$ cat src/sv/aufs_pkg.sv
// shared types, constants and helper functions for the angle unwrap and force smoother
// depends on nothing; imported by every module of the block
`default_nettype none

package aufs_pkg;

  // field widths
  localparam int unsigned AngleW    = 12;
  localparam int unsigned ForceW    = 24;
  localparam int unsigned OutAngleW = 16;
  localparam int unsigned TurnW     = 4;
  localparam int unsigned AvgW      = 40;
  localparam int unsigned FracW     = 16;
  localparam int unsigned LimitW    = 14;
  localparam int unsigned GainW     = 16;
  localparam int unsigned CfgIdxW   = 2;
  localparam int unsigned CfgDataW  = 16;

  // turn offset saturates at plus and minus this many turns
  localparam logic signed [TurnW-1:0] MaxTurns = 4'sd6;

  // half a turn in counts, for jump detection
  localparam logic signed [AngleW:0] HalfTurn = 13'sd2048;

  // register reset values
  localparam logic [LimitW-1:0] UpperReset = 14'd6826;
  localparam logic [LimitW-1:0] LowerReset = 14'd1138;
  localparam logic [GainW-1:0]  GainReset  = 16'd3277;

  // register indexes on the configuration port
  typedef enum logic [CfgIdxW-1:0] {
    CfgUpper = 2'd0,
    CfgLower = 2'd1,
    CfgGain  = 2'd2
  } cfg_idx_e;

  // current register values
  typedef struct packed {
    logic [LimitW-1:0] upper_limit;
    logic [LimitW-1:0] lower_limit;
    logic [GainW-1:0]  smoothing_gain;
  } cfg_t;

  // one turn down, held at the negative limit
  function automatic logic signed [TurnW-1:0] turn_dec(input logic signed [TurnW-1:0] t);
    if (t == -MaxTurns) begin
      return t;
    end
    return t - 4'sd1;
  endfunction

  // one turn up, held at the positive limit
  function automatic logic signed [TurnW-1:0] turn_inc(input logic signed [TurnW-1:0] t);
    if (t == MaxTurns) begin
      return t;
    end
    return t + 4'sd1;
  endfunction

  // raw angle plus 4096 counts per turn of offset
  function automatic logic signed [OutAngleW-1:0] unwrap_calc(
    input logic [AngleW-1:0]        angle,
    input logic signed [TurnW-1:0]  turns
  );
    logic [OutAngleW-1:0] sum;
    sum = {turns, {AngleW{1'b0}}} + {{(OutAngleW-AngleW){1'b0}}, angle};
    return $signed(sum);
  endfunction

endpackage : aufs_pkg

`default_nettype wire

$ cat src/sv/angle_unwrap_force_smoother.sv
// Angle unwrap and force smoother, top level.
// Input stream: one transfer per sensor sample. tdata carries the 12-bit
// absolute angle and the signed 24-bit force; tuser carries the clear flag
// that drops the previous angle and the turn offset before this sample.
// Output stream: one transfer per input transfer, in order, carrying the
// signed 16-bit unwrapped angle and the rounded signed 24-bit force average.
// Configuration channel: index 0 upper window limit, 1 lower window limit,
// 2 smoothing gain (Q0.16); other indexes are accepted and ignored. Write it
// only while no sample is in flight.
// Path: each sample is held in the input register, then in the result
// register. Throughput: one sample per cycle while m_axis_tready stays high;
// the whole unwrap and the multiply-accumulate of the average sit between
// those two registers, and the per-sample state updates there.
// Reset: window limits and gain return to their defaults, the previous angle,
// turn offset and average are forgotten, both registers are emptied.
// Stall: the result register holds while tready is low; the input register
// still takes one more sample, after which s_axis_tready falls.
// depends on aufs_pkg, aufs_cfg, aufs_unwrap, aufs_ema
`default_nettype none

module angle_unwrap_force_smoother (
  input  wire logic                           clk_i,
  input  wire logic                           rst_ni,
  // input stream
  input  wire logic                           s_axis_tvalid,
  output logic                                s_axis_tready,
  input  wire logic [39:0]                    s_axis_tdata,  // sample_angle[11:0], sample_force[35:12]
  input  wire logic                           s_axis_tuser,  // clear_unwrap[0]
  // output stream
  output logic                                m_axis_tvalid,
  input  wire logic                           m_axis_tready,
  output logic [39:0]                         m_axis_tdata,  // unwrapped_angle[15:0], smoothed_force[39:16]
  // configuration writes
  input  wire logic                           cfg_valid_i,
  output logic                                cfg_ready_o,
  input  wire logic [aufs_pkg::CfgIdxW-1:0]   cfg_index_i,
  input  wire logic [aufs_pkg::CfgDataW-1:0]  cfg_data_i
);
  import aufs_pkg::*;

  cfg_t cfg;

  // input register
  logic                     in_valid_q, in_valid_d;
  logic                     in_clear_q;
  logic [AngleW-1:0]        in_angle_q;
  logic signed [ForceW-1:0] in_force_q;

  // result register
  logic                        out_valid_q, out_valid_d;
  logic signed [OutAngleW-1:0] out_angle_q;
  logic signed [ForceW-1:0]    out_force_q;

  logic                        in_take;
  logic                        advance;
  logic signed [OutAngleW-1:0] unwrapped;
  logic signed [ForceW-1:0]    filtered;

  aufs_cfg u_cfg (
    .clk_i       (clk_i),
    .rst_ni      (rst_ni),
    .cfg_valid_i (cfg_valid_i),
    .cfg_ready_o (cfg_ready_o),
    .cfg_index_i (cfg_index_i),
    .cfg_data_i  (cfg_data_i),
    .cfg_o       (cfg)
  );

  // handshake: item moves on when the result register is free or emptying
  assign advance       = in_valid_q & (~out_valid_q | m_axis_tready);
  assign s_axis_tready = ~in_valid_q | advance;
  assign in_take       = s_axis_tvalid & s_axis_tready;

  assign in_valid_d  = in_take | (in_valid_q & ~advance);
  assign out_valid_d = advance | (out_valid_q & ~m_axis_tready);

  aufs_unwrap u_unwrap (
    .clk_i       (clk_i),
    .rst_ni      (rst_ni),
    .advance_i   (advance),
    .clear_i     (in_clear_q),
    .angle_i     (in_angle_q),
    .cfg_i       (cfg),
    .unwrapped_o (unwrapped)
  );

  aufs_ema u_ema (
    .clk_i      (clk_i),
    .rst_ni     (rst_ni),
    .advance_i  (advance),
    .force_i    (in_force_q),
    .gain_i     (cfg.smoothing_gain),
    .filtered_o (filtered)
  );

  // valid flags
  always_ff @(posedge clk_i or negedge rst_ni) begin
    if (!rst_ni) begin
      in_valid_q  <= 1'b0;
      out_valid_q <= 1'b0;
    end else begin
      in_valid_q  <= in_valid_d;
      out_valid_q <= out_valid_d;
    end
  end

  // input payload
  always_ff @(posedge clk_i) begin
    if (in_take) begin
      in_clear_q <= s_axis_tuser;
      in_angle_q <= s_axis_tdata[AngleW-1:0];
      in_force_q <= $signed(s_axis_tdata[AngleW+ForceW-1:AngleW]);
    end
  end

  // result payload
  always_ff @(posedge clk_i) begin
    if (advance) begin
      out_angle_q <= unwrapped;
      out_force_q <= filtered;
    end
  end

  assign m_axis_tvalid = out_valid_q;
  assign m_axis_tdata  = {out_force_q, out_angle_q};

endmodule : angle_unwrap_force_smoother

`default_nettype wire

$ cat src/sv/aufs_cfg.sv
// configuration registers: window limits and smoothing gain
// depends on aufs_pkg
`default_nettype none

module aufs_cfg (
  input  wire logic                            clk_i,
  input  wire logic                            rst_ni,
  input  wire logic                            cfg_valid_i,
  output logic                                 cfg_ready_o,
  input  wire logic [aufs_pkg::CfgIdxW-1:0]    cfg_index_i,
  input  wire logic [aufs_pkg::CfgDataW-1:0]   cfg_data_i,
  output aufs_pkg::cfg_t                       cfg_o
);
  import aufs_pkg::*;

  cfg_t cfg_q, cfg_d;

  // writes are always taken
  assign cfg_ready_o = 1'b1;

  // register decode
  always_comb begin
    cfg_d = cfg_q;
    if (cfg_valid_i) begin
      unique case (cfg_idx_e'(cfg_index_i))
        CfgUpper: cfg_d.upper_limit    = cfg_data_i[LimitW-1:0];
        CfgLower: cfg_d.lower_limit    = cfg_data_i[LimitW-1:0];
        CfgGain:  cfg_d.smoothing_gain = cfg_data_i[GainW-1:0];
        default:  cfg_d = cfg_q;
      endcase
    end
  end

  always_ff @(posedge clk_i or negedge rst_ni) begin
    if (!rst_ni) begin
      cfg_q.upper_limit    <= UpperReset;
      cfg_q.lower_limit    <= LowerReset;
      cfg_q.smoothing_gain <= GainReset;
    end else begin
      cfg_q <= cfg_d;
    end
  end

  assign cfg_o = cfg_q;

endmodule : aufs_cfg

`default_nettype wire

$ cat src/sv/aufs_unwrap.sv
// angle unwrap: jump detection, saturating turn offset and window pull-back
// depends on aufs_pkg
`default_nettype none

module aufs_unwrap (
  input  wire logic                                   clk_i,
  input  wire logic                                   rst_ni,
  input  wire logic                                   advance_i,
  input  wire logic                                   clear_i,
  input  wire logic [aufs_pkg::AngleW-1:0]            angle_i,
  input  wire aufs_pkg::cfg_t                         cfg_i,
  output logic signed [aufs_pkg::OutAngleW-1:0]       unwrapped_o
);
  import aufs_pkg::*;

  logic [AngleW-1:0]       last_angle_q;
  logic                    last_valid_q;
  logic signed [TurnW-1:0] turns_q, turns_d;

  logic                    valid0;
  logic signed [TurnW-1:0] off0, off1, off2;
  logic signed [AngleW:0]  diff;
  logic signed [OutAngleW-1:0] u1, u2, u3;
  logic signed [OutAngleW:0]   upper_ext, lower_ext;

  assign upper_ext = $signed({3'b000, cfg_i.upper_limit});
  assign lower_ext = $signed({3'b000, cfg_i.lower_limit});

  // clear forgets the previous angle and the offset
  assign valid0 = last_valid_q & ~clear_i;
  assign off0   = clear_i ? '0 : turns_q;

  always_comb begin
    // jump against the previous sample, none on the first one
    if (valid0) begin
      diff = $signed({1'b0, angle_i}) - $signed({1'b0, last_angle_q});
    end else begin
      diff = '0;
    end
    if (diff > HalfTurn) begin
      off1 = turn_dec(off0);
    end else if (diff < -HalfTurn) begin
      off1 = turn_inc(off0);
    end else begin
      off1 = off0;
    end

    // pull down when above the window
    u1 = unwrap_calc(angle_i, off1);
    if ($signed({u1[OutAngleW-1], u1}) > upper_ext) begin
      off2 = turn_dec(off1);
    end else begin
      off2 = off1;
    end

    // then pull up when below it
    u2 = unwrap_calc(angle_i, off2);
    if ($signed({u2[OutAngleW-1], u2}) < lower_ext) begin
      turns_d = turn_inc(off2);
    end else begin
      turns_d = off2;
    end
    u3 = unwrap_calc(angle_i, turns_d);
  end

  assign unwrapped_o = u3;

  // state moves on each item handed to the result register
  always_ff @(posedge clk_i or negedge rst_ni) begin
    if (!rst_ni) begin
      last_angle_q <= '0;
      last_valid_q <= 1'b0;
      turns_q      <= '0;
    end else if (advance_i) begin
      last_angle_q <= angle_i;
      last_valid_q <= 1'b1;
      turns_q      <= turns_d;
    end
  end

endmodule : aufs_unwrap

`default_nettype wire

$ cat src/sv/aufs_ema.sv
// force moving average with Q0.16 gain and rounded output
// depends on aufs_pkg
`default_nettype none

module aufs_ema (
  input  wire logic                                  clk_i,
  input  wire logic                                  rst_ni,
  input  wire logic                                  advance_i,
  input  wire logic signed [aufs_pkg::ForceW-1:0]    force_i,
  input  wire logic [aufs_pkg::GainW-1:0]            gain_i,
  output logic signed [aufs_pkg::ForceW-1:0]         filtered_o
);
  import aufs_pkg::*;

  logic signed [AvgW-1:0] avg_q, avg_d;
  logic                   seeded_q;

  logic signed [AvgW-1:0]    seed;
  logic signed [AvgW:0]      diff;
  logic signed [AvgW-FracW:0] diff_hi;
  logic [FracW-1:0]          diff_lo;
  logic signed [AvgW+1:0]    prod_hi;
  logic [2*FracW-1:0]        prod_lo;
  logic signed [AvgW+1:0]    incr;
  logic signed [AvgW+1:0]    avg_sum;
  logic [AvgW-1:0]           rounded;

  assign seed = {force_i, {FracW{1'b0}}};

  // difference between sample and average, split at the binary point
  assign diff    = $signed({force_i[ForceW-1], force_i, {FracW{1'b0}}})
                 - $signed({avg_q[AvgW-1], avg_q});
  assign diff_hi = diff[AvgW:FracW];
  assign diff_lo = diff[FracW-1:0];

  // gain times difference as two partial products
  // low product plus the rounding half stays below 2^32
  assign prod_hi = diff_hi * $signed({1'b0, gain_i});
  assign prod_lo = diff_lo * gain_i + (32'd1 << (FracW-1));
  assign incr    = prod_hi + $signed({{(AvgW+2-FracW){1'b0}}, prod_lo[2*FracW-1:FracW]});
  assign avg_sum = $signed({{2{avg_q[AvgW-1]}}, avg_q}) + incr;

  // first sample seeds the average
  assign avg_d = seeded_q ? avg_sum[AvgW-1:0] : seed;

  // round half up to whole counts
  assign rounded    = avg_d + (40'd1 << (FracW-1));
  assign filtered_o = $signed(rounded[AvgW-1:FracW]);

  always_ff @(posedge clk_i or negedge rst_ni) begin
    if (!rst_ni) begin
      avg_q    <= '0;
      seeded_q <= 1'b0;
    end else if (advance_i) begin
      avg_q    <= avg_d;
      seeded_q <= 1'b1;
    end
  end

endmodule : aufs_ema

`default_nettype wire

$ cat config.mk
export PLATFORM = sky130hd
export DESIGN_NAME = angle_unwrap_force_smoother
export DESIGN_NICKNAME = d
export VERILOG_FILES = /design/src/sv/aufs_pkg.sv /design/src/sv/angle_unwrap_force_smoother.sv /design/src/sv/aufs_cfg.sv /design/src/sv/aufs_unwrap.sv /design/src/sv/aufs_ema.sv
export SDC_FILE = /design/constraint.sdc
export NUM_CORES = 2
export LEC_CHECK = 0
export BUFFER_PORTS_ARGS = -buffer_cell sky130_fd_sc_hd__buf_2
export CORE_MARGIN = 2
export CORE_UTILIZATION = 50
export CTS_BUF_LIST = sky130_fd_sc_hd__clkbuf_16
export DETAILED_ROUTE_END_ITERATION = 12
export PLACE_DENSITY = 0.66
export SETUP_SLACK_MARGIN = 0.5
export SYNTH_ARGS = -nofsm -noshare
export SYNTH_HDL_FRONTEND = slang
export SYNTH_SLANG_ARGS = --single-unit
$ cat constraint.sdc
create_clock -name clk_i -period 33.9 [get_ports clk_i]
set_input_delay 8.475 -clock clk_i [delete_from_list [all_inputs] [get_ports clk_i]]
set_output_delay 8.475 -clock clk_i [all_outputs]
set_load 0.01 [all_outputs]
# Yosys cells after proc, flatten, opt, wreduce, memory -nomap -nowiden
# Index checks and enable logic that the tools add are counted.
[totals]
inputBits = 64
register_bits = 180
out_inout_bits = 43
[classes]
n_eq_ne = 6
addsub = 13
n_mux = 24
bitwise_logic = 14
n_reduce_logical = 4
multipliers = 2
n_lt_le_gt_ge = 4
[ops]
columns = ["op", "n"]
rows = [
  ["2-to-1 mux 4 bit", 13],
  ["adder 16 x 12 -> 16 bit", 3],
  ["subtractor 40 x 40 -> 41 bit", 1],
  ["adder 40 x 16 -> 40 bit, second input constant", 1],
  ["adder 40 x 17 -> 40 bit", 1],
  ["adder 40 bit", 1],
  ["multiplier 25 x 17 -> 40 bit", 1],
  ["2-to-1 mux 40 bit", 1],
  ["adder 32 x 16 -> 32 bit, second input constant", 1],
  ["multiplier 16 x 16 -> 32 bit", 1],
  ["== test 4 bit, second input constant", 4],
  ["greater-than comparator 16 x 15 -> 1 bit", 1],
  ["less-than comparator 16 x 15 -> 1 bit", 1],
  ["greater-than comparator 13 bit, second input constant", 1],
  ["less-than comparator 13 x 12 -> 1 bit, second input constant", 1],
  ["2-to-1 mux 13 bit", 1],
  ["subtractor 12 x 12 -> 13 bit", 1],
  ["2-to-1 mux 1 bit", 9],
  ["adder 4 x 2 -> 4 bit, second input constant", 2],
  ["subtractor 4 x 2 -> 4 bit, second input constant", 2],
  ["AND reduction 2 bit", 3],
  ["AND 1 bit", 5],
  ["NOT 1 bit", 5],
  ["bitwise OR 1 bit", 4],
  ["other kinds (3)", 3],
]

# Logic depth before layout (Yosys ltp)
[logic_depth]
ltp_word = 20
ltp_mapped = 54
depth_no_buf = 54

# Hierarchy
# A second synthesis with hierarchy kept.
[unflattened]
hier_cells = 3744
area_unflattened_um2 = 35221.3
[modules_own_cells]
columns = ["module", "cells_per_inst", "instances", "seq_area_each_um2", "area_each_um2"]
rows = [
  ["aufs_ema", 3230, 1, 1026.0, 28496.1],
  ["aufs_unwrap", 333, 1, 425.4, 2611.3],
  ["angle_unwrap_force_smoother", 85, 1, 2362.3, 2416.1],
  ["aufs_cfg", 96, 1, 1124.8, 1697.9],
]

# Worst setup path before layout
# OpenSTA, ideal clock, no wires.
[synth_path]
kind = "input -> output"
startpoint = "input m_axis_tready"
endpoint = "output s_axis_tready"
cell_stages = 1
required_time_ps = 25425
arrival_time_ps = 8684
path_slack_ps = 16741
path_cell_list = "nand3b_1"
[synth_via]
elab_chain_cells = 3
[synth_lines]
columns = ["element", "line", "text"]
rows = [
  ["start: declaration", "angle_unwrap_force_smoother.sv:31", "input wire logic m_axis_tready,"],
  ["bitwise OR 1 bit", "angle_unwrap_force_smoother.sv:70", "assign advance = in_valid_q & (~out_valid_q | m_axis_tready);"],
  ["AND 1 bit", "angle_unwrap_force_smoother.sv:70", ""],
  ["bitwise OR 1 bit", "angle_unwrap_force_smoother.sv:71", "assign s_axis_tready = ~in_valid_q | advance;"],
  ["end: declaration", "angle_unwrap_force_smoother.sv:26", "output logic s_axis_tready,"],
]
# Every way passes these cells.

# Worst setup path after layout
# Same ends and word-level chain as after synthesis.

==> metrics.md <==
| Metric | Value |
|---|---|
| TritonCTS Buffers | 17 |
| Initial Util | 50.53% |
| Yosys cell types | 89 |
| WL final | 83,750 um |
| Seq/Total Area, Yosys | 14.18% |
| Vias | between 20,000 and 25,000 |
| Critical setup path kind | input pin to output port |
| Largest net degree at the start of global routing | 67 |
| Fmax | 57.56 MHz |
| Synth Warn # | 0 |
| Skew final | between 0.02 and 0.025 ns |
| Skew-Pair Late Insertion Delay | about 0.48 ns |
| CTS tree | built |
| GRT Overall Usage | around a quarter |
| Slew margin rel. | a little over a quarter |
| Synthesized flop and latch total | 180 |
| Post-synth EDFFs | 77 |
| Largest family of logic cells by synthesized area | adder cells |
| RSZ-0062 raised after global routing | false |
| Drt via density | 5.290 |
| Fin crit share | 51.24% |
| Synth top area cells | fa_1 (37%), ha_1 (11%), inv_1 (9.0%) |
| Initial antenna violation count | 1 |
| Grt total ovfl | 0 |
| Minimum clock period | ~17 ns |
| Synth-to-layout area growth | 6.365% |
| Initial DRC count | 1,445 |
| Post-synthesis adder-cell area fraction | 47.88% |
| Status | finished clean |
| Input/output buffers | between 100 and 150 |
| # clock sinks | 180 |
| # DRC | 0 |
| Die Ht | about 270 um |
| Post-synth top area cell | fa_1 |
| Core ar. | ~0.069 sq mm |
| Core Rows | 96 |
| Fin worst setup slack | roughly 17 ns |
| Layout cell share with drive strength beyond 1 | 7.858% |
| Placer congestion estimate | 0.9475 |
| Vias in the first global route | around 26,000 |
| Worst Hold Class | register to register |
| IO Count | between 100 and 150 |
| Setup violations, final | 0 |
| Synthesized area | around 0.035 sq mm |
| CP Launch Type | input pin |
| Wire per inst | 17.88 um |
| Mapped Avg Cell Area | between 9 and 10 sq um |
| Placed cells | 4,653 |
| Mux contribution to synthesized area | under 10% |
| Final #Nets | 4,751 |
| Fin. Hold Viols | 0 |
| Die area | roughly 0.07 sq mm |
| Synth Flop Type | dfrtp_1 |
| Post-cts resize count | 0 |
| Hold Slack | ~0.48 ns |
| DRT Pass-1 Iters | 5 |
| Post-Synthesis Cells | between 3,000 and 4,000 |
| CTS Hold Bufs | 0 |
| Root Driver | clkbuf_16 |
| Simple-gate share of the synthesized area | approximately 15% |
| Crit path max fanout | 3 |
| Die Span X | approximately 270 um |
| Post-detail-place hpwl | between 60,000 and 70,000 um |
| Fill cell count | 6,291 |
| Post-DRT Antenna Nets | 0 |
| Critical path arrival | 8.90 ns |
| First-pass GRT wire length | 140,000 um |
| Clock Pin Slew Worst Setup and Hold Paths | around 0.060 ns |
| Worst slew pin tran | roughly 1.1 ns |
| Req. time, crit path | 25.42 ns |
| Max Root-Sink Buffers | 2 |
| Layout Cells excl Fill | 4,685 |
| Synth top area share | ~37% |
| Post-synth ARST share | between 50% and 60% |
| H-tree depth | 4 |
| Slew Limit Fails | 0 |
| N_diodes | 0 |
| Postcts setup bufs | 0 |
| Post-synthesis compound-gate area fraction | approximately 7.5% |
| Pre-CTS setup slack | between 15 and 20 ns |
| Worst Setup End Kind | output port |
| Synth Area in XOR/XNOR | around 2.9% |
| Total of max-cap violations | 0 |
| Post-synth net total | about 4,700 |
| Setup TNS | 0 ns |
cells in the final DEF, fill, tap and decap left out, types with 15 or more instances in the layout:
cell type | Yosys | layout
o21a_1 | 21 | 21
nor2_1 | 64 | 64
dfrtp_1 | 84 | 83
a21oi_1 | 82 | 82
a31oi_1 | 15 | 15
inv_1 | 830 | 829
buf_4 | 2 | 55
edfxtp_1 | 77 | 77
or3_1 | 18 | 18
dfstp_2 | 19 | 19
nor2b_1 | 25 | 25
and2_1 | 292 | 291
nand3_1 | 45 | 45
clkbuf_16 | 0 | 17
ha_1 | 312 | 312
nor3_1 | 28 | 28
xor2_1 | 30 | 27
fa_1 | 634 | 634
mux2_2 | 38 | 38
xnor2_1 | 84 | 76
a21o_1 | 36 | 36
o21ai_0 | 116 | 116
buf_2 | 4 | 100
a211oi_1 | 15 | 15
nand2_1 | 462 | 462
nand2b_1 | 25 | 25
Yosys cell counts (14+ instances only):
cell type / count
a211oi_1: 15
a21o_1: 36
a21oi_1: 82
a31oi_1: 15
and2_1: 292
clkbuf_1: 130
dfrtp_1: 84
dfstp_2: 19
edfxtp_1: 77
fa_1: 634
ha_1: 312
inv_1: 830
mux2_2: 38
mux2i_1: 14
nand2_1: 462
nand2b_1: 25
nand3_1: 45
nor2_1: 64
nor2b_1: 25
nor3_1: 28
o211ai_1: 14
o21a_1: 21
o21ai_0: 116
or3_1: 18
xnor2_1: 84
xor2_1: 30
kinds of logic after synthesis:
| family | Yosys count |
|---|---|
| multiplexers | 56 |
| other | 1 |
| XOR/XNOR | 114 |
| flip-flops | 180 |
| AO/OA/AOI/OAI | 389 |
| buffers and inverters | 969 |
| adder cells (fa/ha/maj) | 946 |
| AND/OR/NAND/NOR | 1051 |
final timing paths:
check | from | endpoint | slack (ns) | cells past startpoint
hold reg to reg | u_ema.avg_q[28]$_DFFE_PN0P_ | u_ema.avg_q[28]$_DFFE_PN0P_ | 0.48 | 2
min in group asynchronous | rst_ni | u_unwrap.last_angle_q[10]$_DFFE_PN0P_ | 7.98 | 1
setup reg to reg | u_ema.avg_q[0]$_DFFE_PN0P_ | out_force_q[20]$_DFFE_PP_ | 17.95 | 48
hold / removal | u_ema.avg_q[28]$_DFFE_PN0P_ | u_ema.avg_q[28]$_DFFE_PN0P_ | 0.48 | 2
max in group asynchronous | rst_ni | u_cfg.cfg_o[15]$_DFFE_PN0P_ | 24.60 | 2
setup / recovery | m_axis_tready | s_axis_tready | 16.53 | 3
routing by layer:
metal / GRT usage, % / wire (um)
met1: 34.23 / 37530
met2: 42.26 / 40540
met3: 3.255 / 3964
met4: 6.772 / 1712
met5: 0 / 0
worst max-delay path, stage by stage:
cell and delay (ns):
buf_2 0.10, nand3b_1 0.17, buf_2 0.15
final cells by class:
cell class | count | area [sq um] | share of cell area, %
well taps | 931 | 1165 | 3.160
flip-flops and latches | 180 | 4915 | 13.33
inverters | 830 | 3118 | 8.458
clock buffers | 17 | 425.4 | 1.154
clock inverters | 15 | 151.4 | 0.4107
repair buffers | 155 | 913.4 | 2.478
multi-input cells | 2557 | 26180 | 71.01
stage by stage:
stage,util [%],cell area [sq um]
after floorplan,-,34660
after global placement,52.91,36290
after detailed placement,52.91,36290
after CTS,53.75,36860
after global routing,53.75,36860
final,53.75,36860
registers in the layout, indices dropped and copies added (netlist names):
register / cells
in_angle_q: 12
in_clear_q: 1
in_force_q: 24
in_valid_q: 1
m_axis_tvalid: 1
out_angle_q: 16
out_force_q: 24
u_cfg.cfg_o: 44
u_ema.avg_q: 40
u_unwrap.last_angle_q: 12
u_unwrap.last_valid_q: 1
u_unwrap.turns_q: 4
Power is not shown: default switching activity piles up to over one toggle a cycle in this logic, so the estimate is an artifact.
